===== src/rtl/rgt_pkg.sv =====
`timescale 1ns / 1ps

package rgt_pkg;

    // grid defaults
    localparam int GRID_COLS_DEF = 16;
    localparam int GRID_ROWS_DEF = 16;

    // field widths
    localparam int COORD_W      = 24;
    localparam int DIR_W        = 16;
    localparam int MAG_W        = 16;
    localparam int CELL_W       = 23;
    localparam int TIME_W       = 32;
    localparam int CELL_INDEX_W = 8;
    localparam int IDX_CALC_W   = 11;

    // time = dist * 2^22 / |dir|
    localparam int FRAC_SHIFT = 22;
    localparam int LOW_W      = TIME_W - FRAC_SHIFT;

    localparam logic [TIME_W-1:0] TIME_MAX = '1;

    // divider retires this many quotient bits per cycle
    localparam int RADIX_BITS = 2;
    localparam int DIV_STEPS  = TIME_W / RADIX_BITS;

    localparam int MAX_RESULTS = 31;
    localparam int CNT_W       = 5;

    localparam logic [CELL_W-1:0] CELL_SIZE_RESET = CELL_W'(16384);

    localparam int CFG_INDEX_W = 1;
    localparam int CFG_DATA_W  = CELL_W;

    typedef enum logic [CFG_INDEX_W-1:0] {
        CFG_CELL_WIDTH  = 1'b0,
        CFG_CELL_HEIGHT = 1'b1
    } cfg_index_t;

    typedef struct packed {
        logic signed [COORD_W-1:0] origin_x;
        logic signed [COORD_W-1:0] origin_y;
        logic signed [DIR_W-1:0]   dir_x;
        logic signed [DIR_W-1:0]   dir_y;
    } in_word_t;

    typedef struct packed {
        logic [CELL_INDEX_W-1:0] cell_index;
        logic                    last;
    } out_word_t;

    typedef enum logic [2:0] {
        ST_IDLE,
        ST_FIND,
        ST_DIV,
        ST_TIMES,
        ST_EMIT
    } rgt_state_t;

    typedef struct packed {
        logic accept;
        logic find;
        logic div_load;
        logic div_run;
        logic load_times;
        logic step;
        logic cap;
    } rgt_cmd_t;

    typedef struct packed {
        logic find_done;
        logic origin_out;
        logic out_free;
        logic word_last;
    } rgt_status_t;

endpackage


===== src/rtl/rgt_div.sv =====
`timescale 1ns / 1ps

module rgt_div
    import rgt_pkg::*;
(
    input  logic              clk,
    input  logic              load,
    input  logic              run,
    input  logic [CELL_W-1:0] numer,
    input  logic [MAG_W-1:0]  denom,
    output logic [TIME_W-1:0] quo
);

    logic [MAG_W-1:0]  rem_reg;
    logic [MAG_W-1:0]  rem_next;
    logic [TIME_W-1:0] q_reg;
    logic [TIME_W-1:0] q_next;
    logic [MAG_W-1:0]  d_reg;
    logic              sat_reg;
    logic              sat_next;

    // quotient overflows 32 bits when the high part of the dividend reaches the divisor
    assign sat_next = (denom == '0) ||
                      ({{(MAG_W-(CELL_W-LOW_W)){1'b0}}, numer[CELL_W-1:LOW_W]} >= denom);

    always_comb
    begin : div_step_comb
        logic [MAG_W-1:0]  r;
        logic [TIME_W-1:0] q;
        logic [MAG_W:0]    t;
        r = rem_reg;
        q = q_reg;
        t = '0;
        for (int k = 0; k < RADIX_BITS; k++)
        begin
            t = {r, q[TIME_W-1]};
            if (t >= {1'b0, d_reg})
            begin
                q = {q[TIME_W-2:0], 1'b1};
                r = MAG_W'(t - {1'b0, d_reg});
            end
            else
            begin
                q = {q[TIME_W-2:0], 1'b0};
                r = t[MAG_W-1:0];
            end
        end
        rem_next = r;
        q_next   = q;
    end

    always_ff @(posedge clk)
    begin
        if (load)
        begin
            rem_reg <= MAG_W'(numer[CELL_W-1:LOW_W]);
            q_reg   <= {numer[LOW_W-1:0], {FRAC_SHIFT{1'b0}}};
            d_reg   <= denom;
            sat_reg <= sat_next;
        end
        else if (run)
        begin
            rem_reg <= rem_next;
            q_reg   <= q_next;
        end
    end

    assign quo = sat_reg ? TIME_MAX : q_reg;

endmodule


===== src/rtl/rgt_datapath.sv =====
`timescale 1ns / 1ps

module rgt_datapath
    import rgt_pkg::*;
#(
    parameter int GRID_COLS = GRID_COLS_DEF,
    parameter int GRID_ROWS = GRID_ROWS_DEF
)
(
    input  logic                   clk,
    input  logic                   rst_n,
    input  in_word_t               in_data,
    input  logic                   out_stall,
    output logic                   out_valid,
    output out_word_t              out_data,
    input  logic                   cfg_we,
    input  logic [CFG_INDEX_W-1:0] cfg_index,
    input  logic [CFG_DATA_W-1:0]  cfg_data,
    input  rgt_cmd_t               cmd,
    output rgt_status_t            status
);

    localparam int COL_BITS = $clog2(GRID_COLS) + 1;
    localparam int ROW_BITS = $clog2(GRID_ROWS) + 1;

    logic [CELL_W-1:0]   cw_reg;
    logic [CELL_W-1:0]   ch_reg;
    logic [CELL_W-1:0]   cw_eff;
    logic [CELL_W-1:0]   ch_eff;

    logic [CELL_W-1:0]   rem_x_reg;
    logic [CELL_W-1:0]   rem_y_reg;
    logic                neg_x_reg;
    logic                neg_y_reg;
    logic [COL_BITS-1:0] col_reg;
    logic [ROW_BITS-1:0] row_reg;
    logic                sign_x_reg;
    logic                sign_y_reg;
    logic [MAG_W-1:0]    mag_x_reg;
    logic [MAG_W-1:0]    mag_y_reg;
    logic [TIME_W-1:0]   next_time_x_reg;
    logic [TIME_W-1:0]   next_time_y_reg;
    logic [TIME_W-1:0]   time_step_x_reg;
    logic [TIME_W-1:0]   time_step_y_reg;

    logic                out_valid_reg;
    out_word_t           out_data_reg;

    logic                fin_x;
    logic                fin_y;
    logic [CELL_W-1:0]   numer_nx;
    logic [CELL_W-1:0]   numer_ny;
    logic [TIME_W-1:0]   quo_nx;
    logic [TIME_W-1:0]   quo_ny;
    logic [TIME_W-1:0]   quo_sx;
    logic [TIME_W-1:0]   quo_sy;

    logic                step_x;
    logic [COL_BITS-1:0] col_step;
    logic [ROW_BITS-1:0] row_step;
    logic [COL_BITS-1:0] col_new;
    logic [ROW_BITS-1:0] row_new;
    logic                new_in_grid;
    logic [IDX_CALC_W-1:0] idx_full;
    logic [TIME_W:0]     sum_x;
    logic [TIME_W:0]     sum_y;
    logic [TIME_W-1:0]   add_x;
    logic [TIME_W-1:0]   add_y;

    // a zero cell size behaves as one
    assign cw_eff = (cw_reg == '0) ? CELL_W'(1) : cw_reg;
    assign ch_eff = (ch_reg == '0) ? CELL_W'(1) : ch_reg;

    // start cell by repeated subtraction, stops once past the grid edge
    assign fin_x = neg_x_reg || (rem_x_reg < cw_eff) || (col_reg == COL_BITS'(GRID_COLS));
    assign fin_y = neg_y_reg || (rem_y_reg < ch_eff) || (row_reg == ROW_BITS'(GRID_ROWS));

    assign status.find_done  = fin_x && fin_y;
    assign status.origin_out = neg_x_reg || neg_y_reg ||
                               (col_reg == COL_BITS'(GRID_COLS)) ||
                               (row_reg == ROW_BITS'(GRID_ROWS));

    // distance to the first boundary in the direction of travel
    assign numer_nx = sign_x_reg ? rem_x_reg : CELL_W'(cw_eff - rem_x_reg);
    assign numer_ny = sign_y_reg ? rem_y_reg : CELL_W'(ch_eff - rem_y_reg);

    rgt_div u_div_nx (
        .clk   (clk),
        .load  (cmd.div_load),
        .run   (cmd.div_run),
        .numer (numer_nx),
        .denom (mag_x_reg),
        .quo   (quo_nx)
    );

    rgt_div u_div_ny (
        .clk   (clk),
        .load  (cmd.div_load),
        .run   (cmd.div_run),
        .numer (numer_ny),
        .denom (mag_y_reg),
        .quo   (quo_ny)
    );

    rgt_div u_div_sx (
        .clk   (clk),
        .load  (cmd.div_load),
        .run   (cmd.div_run),
        .numer (cw_eff),
        .denom (mag_x_reg),
        .quo   (quo_sx)
    );

    rgt_div u_div_sy (
        .clk   (clk),
        .load  (cmd.div_load),
        .run   (cmd.div_run),
        .numer (ch_eff),
        .denom (mag_y_reg),
        .quo   (quo_sy)
    );

    // one cell step; x only on strictly earlier boundary
    assign step_x   = next_time_x_reg < next_time_y_reg;
    assign col_step = sign_x_reg ? COL_BITS'(col_reg - COL_BITS'(1))
                                 : COL_BITS'(col_reg + COL_BITS'(1));
    assign row_step = sign_y_reg ? ROW_BITS'(row_reg - ROW_BITS'(1))
                                 : ROW_BITS'(row_reg + ROW_BITS'(1));
    assign col_new  = step_x ? col_step : col_reg;
    assign row_new  = step_x ? row_reg : row_step;

    // leaving below zero wraps to all ones, which also fails the bound
    assign new_in_grid = (col_new < COL_BITS'(GRID_COLS)) && (row_new < ROW_BITS'(GRID_ROWS));

    assign status.word_last = !new_in_grid || cmd.cap;
    assign status.out_free  = !out_valid_reg || !out_stall;

    assign idx_full = IDX_CALC_W'(col_reg) +
                      IDX_CALC_W'(IDX_CALC_W'(GRID_COLS) * IDX_CALC_W'(row_reg));

    assign sum_x = {1'b0, next_time_x_reg} + {1'b0, time_step_x_reg};
    assign sum_y = {1'b0, next_time_y_reg} + {1'b0, time_step_y_reg};
    assign add_x = sum_x[TIME_W] ? TIME_MAX : sum_x[TIME_W-1:0];
    assign add_y = sum_y[TIME_W] ? TIME_MAX : sum_y[TIME_W-1:0];

    always_ff @(posedge clk or negedge rst_n)
    begin
        if (!rst_n)
        begin
            cw_reg        <= CELL_SIZE_RESET;
            ch_reg        <= CELL_SIZE_RESET;
            out_valid_reg <= 1'b0;
        end
        else
        begin
            if (cfg_we)
            begin
                case (cfg_index)
                    CFG_CELL_WIDTH:  cw_reg <= cfg_data;
                    CFG_CELL_HEIGHT: ch_reg <= cfg_data;
                    default:         ;
                endcase
            end
            if (cmd.step)
                out_valid_reg <= 1'b1;
            else if (!out_stall)
                out_valid_reg <= 1'b0;
        end
    end

    always_ff @(posedge clk)
    begin
        if (cmd.accept)
        begin
            rem_x_reg  <= in_data.origin_x[CELL_W-1:0];
            rem_y_reg  <= in_data.origin_y[CELL_W-1:0];
            neg_x_reg  <= in_data.origin_x[COORD_W-1];
            neg_y_reg  <= in_data.origin_y[COORD_W-1];
            col_reg    <= '0;
            row_reg    <= '0;
            sign_x_reg <= in_data.dir_x[DIR_W-1];
            sign_y_reg <= in_data.dir_y[DIR_W-1];
            mag_x_reg  <= in_data.dir_x[DIR_W-1] ? MAG_W'(-in_data.dir_x) : MAG_W'(in_data.dir_x);
            mag_y_reg  <= in_data.dir_y[DIR_W-1] ? MAG_W'(-in_data.dir_y) : MAG_W'(in_data.dir_y);
        end
        else if (cmd.find)
        begin
            if (!fin_x)
            begin
                rem_x_reg <= CELL_W'(rem_x_reg - cw_eff);
                col_reg   <= COL_BITS'(col_reg + COL_BITS'(1));
            end
            if (!fin_y)
            begin
                rem_y_reg <= CELL_W'(rem_y_reg - ch_eff);
                row_reg   <= ROW_BITS'(row_reg + ROW_BITS'(1));
            end
        end
        else if (cmd.load_times)
        begin
            next_time_x_reg <= quo_nx;
            next_time_y_reg <= quo_ny;
            time_step_x_reg <= quo_sx;
            time_step_y_reg <= quo_sy;
        end
        else if (cmd.step)
        begin
            col_reg <= col_new;
            row_reg <= row_new;
            if (step_x)
                next_time_x_reg <= add_x;
            else
                next_time_y_reg <= add_y;
            out_data_reg.cell_index <= idx_full[CELL_INDEX_W-1:0];
            out_data_reg.last       <= status.word_last;
        end
    end

    assign out_valid = out_valid_reg;
    assign out_data  = out_data_reg;

endmodule


===== src/rtl/rgt_ctrl.sv =====
`timescale 1ns / 1ps

module rgt_ctrl
    import rgt_pkg::*;
(
    input  logic        clk,
    input  logic        rst_n,
    input  logic        in_valid,
    output logic        in_stall,
    input  rgt_status_t status,
    output rgt_cmd_t    cmd
);

    rgt_state_t       state_reg;
    rgt_state_t       state_next;
    logic [CNT_W-1:0] count_reg;
    logic [CNT_W-1:0] count_next;

    always_comb
    begin
        state_next = state_reg;
        case (state_reg)
            ST_IDLE:
            begin
                if (in_valid)
                    state_next = ST_FIND;
            end
            ST_FIND:
            begin
                if (status.find_done)
                    state_next = status.origin_out ? ST_IDLE : ST_DIV;
            end
            ST_DIV:
            begin
                if (count_reg == CNT_W'(DIV_STEPS - 1))
                    state_next = ST_TIMES;
            end
            ST_TIMES:
            begin
                state_next = ST_EMIT;
            end
            ST_EMIT:
            begin
                if (status.out_free && status.word_last)
                    state_next = ST_IDLE;
            end
            default:
            begin
                state_next = ST_IDLE;
            end
        endcase
    end

    always_comb
    begin
        cmd        = '0;
        in_stall   = 1'b1;
        count_next = '0;
        case (state_reg)
            ST_IDLE:
            begin
                in_stall   = 1'b0;
                cmd.accept = in_valid;
            end
            ST_FIND:
            begin
                cmd.find     = 1'b1;
                cmd.div_load = status.find_done && !status.origin_out;
            end
            ST_DIV:
            begin
                cmd.div_run = 1'b1;
                count_next  = CNT_W'(count_reg + CNT_W'(1));
            end
            ST_TIMES:
            begin
                cmd.load_times = 1'b1;
            end
            ST_EMIT:
            begin
                cmd.step   = status.out_free;
                cmd.cap    = count_reg == CNT_W'(MAX_RESULTS - 1);
                count_next = status.out_free ? CNT_W'(count_reg + CNT_W'(1)) : count_reg;
            end
            default:
            begin
                cmd = '0;
            end
        endcase
    end

    always_ff @(posedge clk or negedge rst_n)
    begin
        if (!rst_n)
        begin
            state_reg <= ST_IDLE;
            count_reg <= '0;
        end
        else
        begin
            state_reg <= state_next;
            count_reg <= count_next;
        end
    end

endmodule


===== src/rtl/ray_grid_traversal_top.sv =====
`timescale 1ns / 1ps

// Walks one ray at a time through a GRID_COLS x GRID_ROWS grid and sends the index of every
// cell it crosses, col + GRID_COLS * row, with last set on the final cell (at most 31 cells a
// ray). A ray is accepted, then its start cell is found by repeated subtraction of the cell
// size, both axes side by side; then the four boundary and step time divisions run (2
// quotient bits a cycle), the times are loaded, and one cell a cycle goes out while the
// output is taken. A ray whose origin lies outside the grid yields no word. The next ray is
// taken once the last word is in the output register. The user must write the cell size
// registers only while no ray is in flight; the block itself does not enforce this.
module ray_grid_traversal_top
    import rgt_pkg::*;
#(
    parameter int GRID_COLS = GRID_COLS_DEF,
    parameter int GRID_ROWS = GRID_ROWS_DEF
)
(
    input  logic                   clk,
    input  logic                   rst_n,
    input  logic                   in_valid,
    output logic                   in_stall,
    input  in_word_t               in_data,
    output logic                   out_valid,
    input  logic                   out_stall,
    output out_word_t              out_data,
    input  logic                   cfg_we,
    input  logic [CFG_INDEX_W-1:0] cfg_index,
    input  logic [CFG_DATA_W-1:0]  cfg_data
);

    rgt_cmd_t    cmd;
    rgt_status_t status;

    rgt_ctrl u_ctrl (
        .clk      (clk),
        .rst_n    (rst_n),
        .in_valid (in_valid),
        .in_stall (in_stall),
        .status   (status),
        .cmd      (cmd)
    );

    rgt_datapath #(
        .GRID_COLS (GRID_COLS),
        .GRID_ROWS (GRID_ROWS)
    ) u_datapath (
        .clk       (clk),
        .rst_n     (rst_n),
        .in_data   (in_data),
        .out_stall (out_stall),
        .out_valid (out_valid),
        .out_data  (out_data),
        .cfg_we    (cfg_we),
        .cfg_index (cfg_index),
        .cfg_data  (cfg_data),
        .cmd       (cmd),
        .status    (status)
    );

endmodule


===== config.mk =====
export PLATFORM = sky130hd
export DESIGN_NAME = ray_grid_traversal_top
export DESIGN_NICKNAME = d
export VERILOG_FILES = /design/src/rtl/rgt_pkg.sv /design/src/rtl/rgt_div.sv /design/src/rtl/rgt_datapath.sv /design/src/rtl/rgt_ctrl.sv /design/src/rtl/ray_grid_traversal_top.sv
export SDC_FILE = /design/constraint.sdc
export NUM_CORES = 2
export LEC_CHECK = 0
export ABC_AREA = 1
export BUFFER_PORTS_ARGS = -buffer_cell sky130_fd_sc_hd__buf_2
export CAP_MARGIN = 10
export CORE_MARGIN = 4
export CORE_UTILIZATION = 35
export DETAILED_ROUTE_END_ITERATION = 10
export PLACE_DENSITY = 0.58
export SYNTH_ARGS = -nofsm -noshare
export SYNTH_HDL_FRONTEND = slang
export SYNTH_SLANG_ARGS = --single-unit

===== constraint.sdc =====
create_clock -name clk -period 5 [get_ports clk]
set_input_delay 0.5 -clock clk [delete_from_list [all_inputs] [get_ports clk]]
set_output_delay 0.5 -clock clk [all_outputs]
set_load 0.02 [all_outputs]

### Yosys cells after proc, flatten, opt, wreduce, memory -nomap -nowiden

Index checks and enable logic that the tools add are counted.

| storage, ports and cells | value |
|---|---|
| flip-flop bits (word level) | 512 |
| input port bits | 109 |
| output and inout bits | 11 |

| cells by class | value |
|---|---|
| $add $sub $neg | 22 |
| order comparisons | 17 |
| equality and inequality tests | 20 |
| mux-type cells | 82 |
| bitwise logic cells | 4 |
| reductions and logical operators | 42 |

Operators by type and width:

| cell | number |
|---|---|
| $mux W32 | 18 |
| $mux W23 | 10 |
| $ge A17 B16 Y1 | 8 |
| $mux W16 | 8 |
| $sub A16 B16 Y16 | 8 |
| $mux W13 | 8 |
| $sub A23 B23 Y23 | 4 |
| $add A32 B32 Y33 | 2 |
| $mux W5 | 13 |
| $ge A13 B16 Y1 | 4 |
| $logic_not A23 Y1 | 2 |
| $lt A23 B23 Y1 | 2 |
| $logic_not A16 Y1 | 2 |
| $lt A32 B32 Y1 | 1 |
| $neg A16 Y16 | 2 |
| $mux W15 | 2 |
| $reduce_and A4 Y1 | 4 |
| $add A5 B1 Y5 const B | 3 |
| $eq A5 B5 Y1 const B | 3 |
| $pmux W3 S5 | 1 |
| $mux W1 | 14 |
| $logic_or A1 B1 Y1 | 13 |
| $mux W3 | 4 |
| $ne A2 B1 Y1 const B | 6 |
| other kinds (17) | 45 |

### Logic depth before layout (Yosys ltp)

| depth | value |
|---|---|
| depth after elaboration | 10 |
| gate-level depth with buffers | 30 |
| depth with buffers taken out | 28 |

### By module

From an unflattened synthesis, not the netlist that was laid out.

| second synthesis, totals | value |
|---|---|
| cell total of the unflattened synthesis | 5,813 |
| area total of the unflattened synthesis | 42,898.6 um2 |

Modules (own cells, without submodules):

| module | instances | cells an instance | area each (um2) | sequential area each (um2) |
|---|---|---|---|---|
| rgt_datapath | 1 | 2,855 | 21,712.1 | 7,955.1 |
| rgt_div at u_datapath.u_div_sx ... | 2 | 720 | 5,195.0 | 1,701.6 |
| rgt_div at u_datapath.u_div_nx ... | 2 | 724 | 5,152.4 | 1,701.6 |
| rgt_ctrl | 1 | 70 | 491.7 | 200.2 |

### Least setup slack after synthesis

Ideal clock, no wire load.

| timing path | value |
|---|---|
| path kind | reg-to-reg |
| start point | register u_datapath.next_time_x_reg[27] |
| end point | register u_datapath.next_time_x_reg[0], enable pin |
| arrival | 3,673 ps |
| slack | 861 ps |
| stages on the path, launching flop included | 8 |
| cell sequence | edfxtp_1 -> ha_1 -> a21oi_1 -> o21ai_0 -> a21o_1 -> a21oi_1 -> nand2_1 -> o21ai_0 |

| on the way | value |
|---|---|
| cells in the longest elaborated chain, start to end | 3 |

Ends and longest elaborated chain:

| item | RTL line | RTL |
|---|---|---|
| from (decl) | rgt_datapath.sv:41 | `logic [TIME_W-1:0] next_time_x_reg;` |
| from (signal assigned) | rgt_datapath.sv:201 | `next_time_x_reg <= quo_nx;` |
| $lt A32 B32 Y1 | rgt_datapath.sv:124 | `assign step_x = next_time_x_reg < next_time_y_reg;` |
| $reduce_bool A2 Y1 (no line) | n/a |  |
| $reduce_and A4 Y1 (no line) | n/a |  |

No other way between the ends.
A chain may end at the register's enable or synchronous reset.

### Final worst setup path

| timing path | value |
|---|---|
| start point | register u_datapath.cw_reg[19] |
| end point | register u_datapath.u_div_nx.sat_reg, data pin |

| on the way | value |
|---|---|
| cells in the longest elaborated chain, start to end | 6 |

Ends and longest elaborated chain:

| item | RTL line | RTL |
|---|---|---|
| from (decl) | rgt_datapath.sv:26 | `logic [CELL_W-1:0] cw_reg;` |
| from (signal assigned) | rgt_datapath.sv:159 | `CFG_CELL_WIDTH: cw_reg <= cfg_data;` |
| $logic_not A23 Y1 | rgt_datapath.sv:71 | `assign cw_eff = (cw_reg == '0) ? CELL_W'(1) : cw_reg;` |
| $mux W23 (*) | rgt_datapath.sv:71 |  |
| $sub A23 B23 Y23 (*) | rgt_datapath.sv:84 | `assign numer_nx = sign_x_reg ? rem_x_reg : CELL_W'(cw_eff - rem_x_reg);` |
| $mux W23 (*) | rgt_datapath.sv:84 |  |
| $ge A13 B16 Y1 (*) | rgt_div.sv:24 | `({{(MAG_W-(CELL_W-LOW_W)){1'b0}}, numer[CELL_W-1:LOW_W]} >= denom);` |
| $logic_or A1 B1 Y1 (*) | rgt_div.sv:23 | `assign sat_next = (denom == '0) \|\|` |
| via u_datapath.u_div_nx.sat_next | rgt_div.sv:20 | `logic sat_next;` |
| to (signal assigned) | rgt_div.sv:59 | `sat_reg <= sat_next;` |
| to (decl) | rgt_div.sv:19 | `logic sat_reg;` |

The timed path passes the listed nets; every way through them passes the cells marked *.

==> flow_summary_export.csv <==
group,metric,value,unit
outcome,run_status,"completed",
floorplanning,fp-row-count,123,
placed_design,total_cell_area_at_the_placement_stage,42300,µm²
synthesis,postSynthNetCount,5864,
placed_design,post-dp-hpwl,109000,µm
flow_run,cap_violations,0,
power_and_ir_drop,power_density,747,nW/µm²
worst_setup_path,slowest_stage,"dfrtp_1",
timing,finalSetupTns,0,ns
timing,final-max-slew-violation-count,0,
floorplanning,dieArea,119000,µm²
placed_design,gp_congestion,0.964,
detailed_routing,drt-vias-per-instance,5.15,
timing,final.setup_skew,0.0287,ns
worst_setup_path,endpoint_kind,"flop",
finish,multiInputGateArea,22000,µm²
detailed_routing,detailroute.via_count,36140,
power_and_ir_drop,power.leakage,21.1,nW
detailed_routing,ant_nets,0,
clocking,clock_tree.root_cell,"clkbuf_16",
worst_setup_path,crit_path_start_kind,"flop",
worst_setup_path,critical_path.max_fanout,5,
synthesis,synth_area,39800,µm²
timing,final.min_clock_period,4.68,ns
finish,area_growth_syn_to_layout,11.8,%
timing,worst-slew-pin-transition,1.12,ns
finish,fin_cells,7015,
finish,fillerInstances,11887,
floorplanning,die-width,345,µm
placed_design,place_inst,6894,
clocking,postCtsHoldBufs,0,
timing,final-setup-viol-count,0,
worst_setup_path,timing.setup.critical_path_class,"reg2reg",
synthesis,synthTopCellsByCount,"nand2_1, inv_1, nor2_1",
timing,timing.slew.headroom,25.2,%
global_route,first_global_vias,34540,
floorplanning,coreArea,113000,µm²
synthesis,synthesis.area_per_instance,7.43,µm²
worst_setup_path,worst_path_dominant_cell_family,"simple AND/OR/NAND/NOR gates",
detailed_routing,avgRoutedWirePerCell,19.4,µm
global_route,grtUsageTotal,22.1,%
synthesis,synth_edf_count,347,
finish,num-nets-final,5964,
synthesis,synthDistinctLibCells,64,
floorplanning,floorplan.die.height,345,µm
power_and_ir_drop,vdd_drop_max,338,µV
global_route,global_route_wire_length_before_repair,207000,µm
detailed_routing,drc_violations_left,0,
detailed_routing,drt-total-wl,136000,µm
finish,register_area,14000,µm²
worst_setup_path,path_cells,"inv_1, nand4_1, nor4_2, buf_4, nand4_1, nand2_1, inv_1, ha_1, fa_1, o21ai_2, nand2_1, nand2_1, inv_1, o21ai_1, nand2_1, nand2_1, o21ai_0, o22ai_1, ha_1, nand4_1, o221ai_1, nand2_1, nand4_1",
global_route,initial_antenna_violation_count,4,
detailed_routing,drt_iter0_markers,3290,
synthesis,post_synth_main_area_contributors,"edfxtp_1, ha_1, nand2_1, inv_1, dfxtp_1",
floorplanning,design.portCount,120,
synthesis,synth_top_cell_area_share,26.2,%
timing,final_period_utilization,93.6,%
clocking,cts.clk_slew.worst_paths,0.06,ns
timing,report.final.hold_viol_count,0,
finish,layout-drive-gt1-share,6.94,%
clocking,clock_tree.buffer_depth,3,
worst_setup_path,crit_path_max_incr_delay,0.47,ns
worst_setup_path,worst_ep_required_time,5.35,ns
synthesis,ys_seq_area_share,35.1,%
worst_setup_path,crit_buf_inv,4,
clocking,tritoncts.num_buffers,67,
global_route,maximum_number_of_pins_on_one_net_before_global_route_repair,110,
clocking,cts.sink_count,512,
synthesis,postSynthRegisterBits,512,
placed_design,place.port_buffers,119,
finish,layout.core_utilization,39.5,%
clocking,clock_tree_from_tritoncts,"yes",
synthesis,yosys_most_used_dff,"edfxtp_1",
worst_setup_path,cp_common_cell,"nand2_1",
synthesis,async_reset_ff_share,10.7,%
worst_setup_path,cp_data_arrival_time,5.04,ns
worst_hold_path,type_of_the_tightest_min_delay_check,"in2async",
clocking,insertion_delay,0.63,ns
clocking,htreeDepth,3,
synthesis,synth_top_area_cell,"edfxtp_1",
timing,setup_repair_after_global_routing_missed_its_margin,"no",
synthesis,yosysWarningCount,0,
floorplanning,initial_core_util,35.3,%
global_route,grt_overflow_total,0,
finish,cell_area_after_layout,44500,µm²
synthesis,synth_most_common_cell,"nand2_1",
timing,max_freq,0.214,GHz
finish,antenna_cells,0,
synthesis,post_synth_inst_count,5363,
detailed_routing,detailedRoute.firstPassIterationCount,6,
placed cells by master, fill, tap and decap left out, types with 18 or more instances in the layout:
cell type,count
o22ai_1,35
nor2_1,425
a21boi_0,48
o21bai_1,30
nand3_1,256
o21ai_1,45
ha_1,378
edfxtp_1,347
xor2_1,114
o21a_1,18
nand4_1,54
inv_1,826
a21oi_1,386
nand2_1,1244
buf_4,79
clkbuf_16,69
xnor2_1,99
a31oi_1,45
dfxtp_1,110
nor3_1,59
nor4_1,21
o21ai_0,388
or2_2,21
buf_2,119
a21o_1,31
dfrtp_1,53
area by class of cell:
| cell class | instances | share of cell area [%] |
|---|---|---|
| Sequential cell | 512 | 31.4 |
| Timing Repair Buffer | 204 | 2.94 |
| Inverter | 837 | 7.06 |
| Clock buffer | 92 | 4.30 |
| Tap cell | 1500 | 4.22 |
| Clock inverter | 29 | 0.652 |
| Multi-Input combinational cell | 3841 | 49.4 |
cell families after synthesis:
group                      share of synthesized area, %
AOI/OAI and AO/OA                                  15.4
xor gates and xnor gates                           4.68
and+or+nand+nor                                    22.4
adders and majority gates                          12.6
buffers and inverters                              9.81
DFF                                                35.1
report_power, final:
part           internal, mW  switching [mW]
sequential             6.56           0.970
clock                  2.90            1.98
combinational          7.16            13.7
total                  16.6            16.7
worst paths after layout:
kind,start,to,slack [ns],depth (start not counted)
setup / recovery,u_datapath.cw_reg[19],u_datapath.u_div_nx.sat_reg,0.32,23
setup reg to reg,u_datapath.cw_reg[19],u_datapath.u_div_nx.sat_reg,0.32,23
hold / removal,rst_n,u_datapath.ch_reg[21],0.06,2
max in group asynchronous,rst_n,u_datapath.out_valid,4.41,2
min in group clk,in_data[79],u_datapath.neg_x_reg,0.06,1
hold reg to reg,u_datapath.u_div_sy.q_reg[2],u_datapath.u_div_sy.q_reg[2],0.45,2
through the flow:
step / setup WS [ns] / hold slack [ns] / total power, mW
floorplan: 0.861 / 0.204 / 22.2
global placement: 0.139 / 0.433 / 28.1
detailed placement: 0.194 / 0.439 / 28.1
CTS: 0.167 / 0.0163 / 33.1
global route: 0.0199 / 0.0462 / 36.2
finish: 0.319 / 0.0558 / 33.3
worst reg2reg max path, cell delays in order, from the launching register on:
cell	delay, ns
dfrtp_1	0.47
inv_1	0.13
nand4_1	0.13
nor4_2	0.22
buf_4	0.20
nand4_1	0.09
nand2_1	0.12
inv_1	0.07
ha_1	0.22
fa_1	0.44
o21ai_2	0.30
nand2_1	0.08
nand2_1	0.13
inv_1	0.10
o21ai_1	0.32
nand2_1	0.16
nand2_1	0.09
o21ai_0	0.09
o22ai_1	0.36
ha_1	0.32
nand4_1	0.10
o221ai_1	0.13
nand2_1	0.07
nand4_1	0.08
routing by layer:
| metal | global-route usage, % | up-vias | share of wire (%) |
|---|---|---|---|
| li1 | - | 17945 | - |
| met1 | 32.4 | 17029 | 48 |
| met2 | 34.8 | 1026 | 44 |
| met3 | 2.53 | 140 | 5.6 |
| met4 | 5.27 | 0 | 2.1 |
| met5 | 0 | - | 0 |
timing repair:
item / 4_1_cts / 5_1_grt
setup endpoints to repair: 0 / 20
resized for setup: 0 / 7
setup buffers: 0 / 0
Note: power is estimated with default switching activity, not from simulation.
